[config.mk]
export PLATFORM = sky130hd
export DESIGN_NAME = gps_body_mem
export DESIGN_NICKNAME = d
export VERILOG_FILES = /design/src/design/gps_pkg.sv /design/src/design/gps_body_mem.sv
export SDC_FILE = /design/constraint.sdc
export NUM_CORES = 2
export LEC_CHECK = 0
export ABC_CLOCK_PERIOD_IN_PS = 16100
export BUFFER_PORTS_ARGS = -buffer_cell sky130_fd_sc_hd__buf_4
export CORE_MARGIN = 2
export CORE_UTILIZATION = 45
export CTS_CLUSTER_SIZE = 40
export DETAILED_ROUTE_END_ITERATION = 10
export PLACE_DENSITY = 0.7
export SETUP_SLACK_MARGIN = 0.5
export SKIP_LAST_GASP = 1
export SLEW_MARGIN = 15
export SYNTH_ARGS = -nofsm -noshare
export SYNTH_HDL_FRONTEND = slang
export SYNTH_SLANG_ARGS = --single-unit
[constraint.sdc]
create_clock -name clock -period 16.1 [get_ports clock]
set_input_delay 0.805 -clock clock [delete_from_list [all_inputs] [get_ports clock]]
set_output_delay 0.805 -clock clock [all_outputs]
set_load 0.02 [all_outputs]
[src/design/gps_pkg.sv]
// Shared constants and types for the gravity particle step core.
// Used by the body table, the force unit and the top level; depends on nothing else.
`timescale 1ns / 1ps

package gps_pkg;

   // Body table size and the widths that follow from it.
   localparam int MAX_BODIES = 16;
   localparam int BODY_AW    = (MAX_BODIES > 1) ? $clog2(MAX_BODIES) : 1;
   localparam int COUNT_W    = $clog2(MAX_BODIES + 1);

   // Force accumulator width: a sum of up to MAX_BODIES terms below 2^33.
   localparam int ACC_W = 40;

   // Floor of the squared distance, 10.0 in Q16.16.
   localparam logic [48:0] MIN_DIST_SQ = 49'd655360;

   // Configuration port.
   localparam int CSR_AW = 4;

   localparam logic [1:0] CFG_GRAV   = 2'd0;
   localparam logic [1:0] CFG_STEP   = 2'd1;
   localparam logic [1:0] CFG_WIDTH  = 2'd2;
   localparam logic [1:0] CFG_HEIGHT = 2'd3;

   localparam logic [31:0] GRAV_RESET   = 32'd65536;
   localparam logic [31:0] STEP_RESET   = 32'd1092;
   localparam logic [12:0] WIDTH_RESET  = 13'd1280;
   localparam logic [12:0] HEIGHT_RESET = 13'd720;

   // Operation codes.
   typedef enum logic [1:0] {
      OP_CLEAR   = 2'd0,
      OP_LOAD    = 2'd1,
      OP_STEP    = 2'd2,
      OP_ADVANCE = 2'd3
   } op_type;

   // Input transaction.
   typedef struct packed {
      logic [1:0]         operation;
      logic signed [31:0] pos_x;
      logic signed [31:0] pos_y;
      logic signed [31:0] vel_x;
      logic signed [31:0] vel_y;
      logic [31:0]        mass;
      logic               active;
   } req_type;

   // Result transaction.
   typedef struct packed {
      logic signed [31:0] new_pos_x;
      logic signed [31:0] new_pos_y;
      logic signed [31:0] new_vel_x;
      logic signed [31:0] new_vel_y;
      logic               still_active;
      logic [3:0]         body_index;
      logic               last;
      logic               status;
   } rsp_type;

   // One entry of the body table.
   typedef struct packed {
      logic signed [31:0] x;
      logic signed [31:0] y;
      logic signed [31:0] vx;
      logic signed [31:0] vy;
      logic [31:0]        weight;
   } body_type;

   // Force unit status and the signed force components of one body.
   typedef struct packed {
      logic               done;
      logic signed [33:0] tx;
      logic signed [33:0] ty;
   } force_rsp_type;

endpackage

[src/design/gps_body_mem.sv]
// Body table storage: one write port and one read port with registered data.
// Depends on gps_pkg for the entry type and depth.
`timescale 1ns / 1ps

module gps_body_mem (
   input  logic                     clock,
   input  logic                     wr_en,
   input  logic [gps_pkg::BODY_AW-1:0] wr_addr,
   input  gps_pkg::body_type        wr_data,
   input  logic                     rd_en,
   input  logic [gps_pkg::BODY_AW-1:0] rd_addr,
   output gps_pkg::body_type        rd_data
);

   gps_pkg::body_type store_ff [gps_pkg::MAX_BODIES];
   gps_pkg::body_type rd_data_ff;

   // Write port.
   always_ff @(posedge clock) begin
      if (wr_en) begin
         store_ff[wr_addr] <= wr_data;
      end
   end

   // Read port; the data holds until the next read.
   always_ff @(posedge clock) begin
      if (rd_en) begin
         rd_data_ff <= store_ff[rd_addr];
      end
   end

   assign rd_data = rd_data_ff;

endmodule

* Word level (Yosys, flattened, before mapping)
Memories as Yosys holds them, arrays and structs flattened. A register that Yosys moved wholly into a read port is not among the register bits. Cells that the tools add are included.
Cells by class: add/subtract/negate cells 0, multipliers 0, divide/modulo/power cells 0, order comparisons 0, equality and inequality tests 0, shifts and indexed selects 0, muxes and demuxes 2, bitwise operators 0, reduce and logical (&&, ||, !) cells 0
Operator list (count):
- two-way mux 1 bit | 2
Word-level totals: register bits after elaboration 0, latch bits 0, memory bits (writable) 2560, ROM bits 0, bits of input ports 171, output and inout bits 160, logic and storage cells 3, memories kept 1
Memory list:
- store_ff | words 16, width 160, rd ports 1, clocked after Yosys merged registers in 1, write ports 1, RTL line gps_body_mem.sv:15 | gps_pkg::body_type store_ff [gps_pkg::MAX_BODIES];

* Depth between registers and ports, before layout
depth in word-level cells 2, mapped depth 7, gate-level depth less buffers 3

* Worst setup path before layout
No wires, ideal clock.
kind input-to-reg, from input port wr_addr[2] in the netlist's numbering, to memory store_ff[0][0] in the netlist's numbering (enable), setup time 0.878 ns, arrival 12.103 ns, required time 15.222 ns, setup slack 3.119 ns, stages on the path 2, path buffers 0, cell sequence or3b_2 -> nor3_1
RTL lines:
- start: declaration | RTL line gps_body_mem.sv:8 | input logic [gps_pkg::BODY_AW-1:0] wr_addr,
- end: declaration | RTL line gps_body_mem.sv:15
Straight into the memory's write port.

==> results.md <==
* Run status: complete, but fails checks
* Violations in the final reports: antenna violations
* Maximum number of pins on one net before global-route repair at 117
* Worst setup slack before clock tree synthesis at 10240 ps
* Clock latency on the worst-skew pair at 950 ps
* Sequential fraction of the synthesis area at 0.8095
* Number of distinct library cells after synthesis at 26
* Slew @ Worst Pin at 1168 ps
* Total of fill cells in the finished design at roughly 17000
* Antenna violations before repair at 49
* Cell taking the most area after synthesis: edfxtp_1
* Crit path capture type: flop
* Final critical-path share of the clock period at 0.3027
* Quantity of I/O buffers inserted on ports at between 300 and 400
* PostCTS Resize Cnt at 0
* Cell count of the worst hold path at 1
* Kind of cell adding the most delay to the critical path: buffers and inverters
* Sum of buffers and inverters on the critical path at 5
* Routed WL per cell at approximately 30 um
* Post-synthesis share of cell area spent on and, or, nand and nor gates at 0.009077
* Area of the multi-input gates at 18290 um^2
* Top-Level Pins at ~330
* Final critical-path required period at just under 5000 ps
* Reported leakage power at 36.67 nW
* Count of routing violations after the opening detailed-route iteration at about 5400
* Final-report max-slew violation count at 0
* Seq cells post-synth at 2720
* Hold Vio Cnt, Final at 0
* Post-synthesis xor/xnor area fraction at 0
* Adder-cell share of the synthesized area at 0
* Buffer type at the clock tree root: clkbuf_16
* Crit path arrival time at between 5000 and 6000 ps
* Number of CTS-inserted buffers at a little under 300
* Setup violators final at 0
* Setup repair after global routing missed its margin: no
* Final routed wirelength across all metal layers at 235.8 mm
* Total die area at between 200000 and 250000 um^2
* Floorplan die height at between 400 and 500 um
* Pwr per Cell Area at about 130 nW/um^2
* Levels on crit path at 8
* Share of the synthesized area in compound gates (AO/OA/AOI/OAI) at 0.02542
* Vias in the first global route at 47600
* Area Growth Syn to Fin at 14.64%
* Series of cell instances along the critical path: buf_8, buf_4, buf_4, buf_4, buf_4, mux4_2, a22oi_1, nand2_1
* Classification of the worst setup path: input port to flop
* Highest cell delay on the worst timing path at 930 ps
* Hold Buf Count CTS at 0
* Multiplexer fraction of the synthesized cell area at 0.1453
* Synthesized netlist net count at ~4400
* Antenna-violating nets left at 1
* Normalized max-slew margin at 0.2216
* Width of the chip at between 400 and 500 um
* Register area at a little over 80000 um^2
* Synthesized netlist cell count at 4191
* Clock-pin slew reported for the worst setup and hold paths after clock tree synthesis at 60 ps
* CP Max Fanout at between 70 and 80
* Final net count at 4857
* Clock sinks at between 2000 and 3000
* Core outline area at approximately 220000 um^2
* Prevailing post-synth register cell: edfxtp_1
* Combinational family with the most area after synthesis: multiplexers
* Maximum root-to-sink buffer count at 4
* Synthesis Warnings at 0
* Async set-or-reset flop fraction in the synthesized netlist at 0
* Count of flip-flops with a built-in enable after synthesis at 2720
* Worst endpoint required time at between 15000 and 20000 ps
* Critical path's slowest cell: buf_4
* Number of cells on the worst reg-to-reg path at 3
* Layout cell share with drive strength beyond 1 at 0.3060
* Upper clock frequency limit at just over 200 MHz
* Router iterations before antenna repair at 5
* Placer's final routability congestion estimate at approximately 0.72
* Biggest area contributors in the synthesized netlist: edfxtp_1 (81%), mux4_2 (13%), a22oi_1 (2.0%), mux2_2 (0.90%), buf_2 (0.52%)
* FP Rows at about 170
* Share of the synthesized area in the top cell type at 0.8095
* Number of buffers added for setup after CTS at 0
* Ratio of routed vias to standard cells at 5.927
* Smallest setup slack after layout at between 10000 and 15000 ps
* Sum of net half-perimeters after detailed placement at approximately 120 mm
* Post-route DRC at 0
* Hold Path Class: input port to flop
* Mean instance size in the synthesized netlist at about 24 um^2
* Level count of the clock H-tree at 5
* CTS tree: built
* Number of violations of the max-capacitance limit at 0
* Total vias in the final route at about 47000
* Setup Total Neg Slack at 0 ps
* Grt total ovfl at 0
* Mapped Area at a little over 100000 um^2
* Global routing usage summed across all routing layers at 0.2045
* Wire length of the first global-routing pass at approximately 340 mm
* Setup clock skew after layout at approximately 57 ps
* Worst VDD drop at 0.1021 mV
* Starting density of the core at 0.4535
* Cell with the most instances on the worst path: buf_4
* Type of element launching the critical path: input port
[layout by cell type (no fill, tap or decap), drive strengths merged, types with 4 or more instances in the layout]
cell type / count
nor3: 4
a22oi: 266
mux2: 81
nor2b: 34
clkinv: 86
nand2: 117
o21ai: 19
o221ai: 28
inv: 10
edfxtp: 2720
clkbuf: 375
mux2i: 35
nand2b: 21
a221oi: 17
nor2: 15
bufinv: 13
diode: 17
o22a: 9
mux4: 595
buf: 423
[per-layer routing]
metal | wire, um | GRT usage | up-vias
met1 | 95800 | 0.2864 | 25250
met4 | 4981 | 0.05296 | 62
li1 | - | - | 19020
met5 | 373 | 0 | -
met3 | 19710 | 0.04742 | 395
met2 | 115000 | 0.3259 | 1929
[cells by family (layout without fill, tap and decap cells)]
family	count (synthesis)	after routing
flops	2720	2720
mux	711	711
compound gates	339	339
buf+inv	222	910
simple gates	199	199
other cells	0	17
[registers in the layout (all words and copies together) (netlist names)]
register / count
store_ff: 2560
rd_data: 160
[path summary, 6_finish.rpt]
path	from	endpoint	slack, ps
hold reg to reg	store_ff[15][32]	rd_data[32]	720
setup reg to reg	store_ff[2][142]	rd_data[142]	14430
setup / recovery	rd_addr[1]	rd_data[122]	11230
hold / removal	wr_data[59]	store_ff[15][59]	150
[through the flow]
stage | total power [mW] | std cells | utilization | hold slack, ps | cell area (um^2)
finish | 14.94 | 7871 | 0.5198 | 146.5 | 115700
global route | 15.38 | 7862 | 0.5197 | 111.2 | 115700
CTS | 15.06 | 7854 | 0.5196 | 83.57 | 115600
detailed placement | 8.941 | 7368 | 0.4810 | 730.9 | 107000
global placement | 8.919 | 7368 | 0.4810 | 725.3 | 107000
floorplan | 8.608 | 4191 | - | 710.3 | 100900
[cells in the mapped netlist, drive strengths merged, types with 4 or more instances]
cell type,number
buf,142
o21ai,19
nor3,4
mux2i,35
clkbuf,80
o221ai,28
a22oi,266
a221oi,17
o22a,9
nand2b,21
mux2,81
mux4,595
nor2b,34
edfxtp,2720
nor2,15
nand2,117
[where the power goes]
part	leakage [nW]	switching, mW	internal [mW]	total, mW
combinational	7.74	0.446	0.299	0.745
clock	4.21	2.59	3.57	6.16
sequential	24.7	0.0555	7.98	8.04
[area by class of cell]
| type | instances | share of cell area |
|---|---|---|
| Tap cell | 2975 | 0.03218 |
| Timing Repair Buffer | 424 | 0.02888 |
| Sequential cell | 2720 | 0.7061 |
| Antenna cell | 17 | 0.0003678 |
| Multi-Input combinational cell | 1249 | 0.1581 |
| Clock inverter | 112 | 0.007799 |
| Clock buffer | 374 | 0.06657 |
Note: power is estimated with default switching activity, not from simulation.
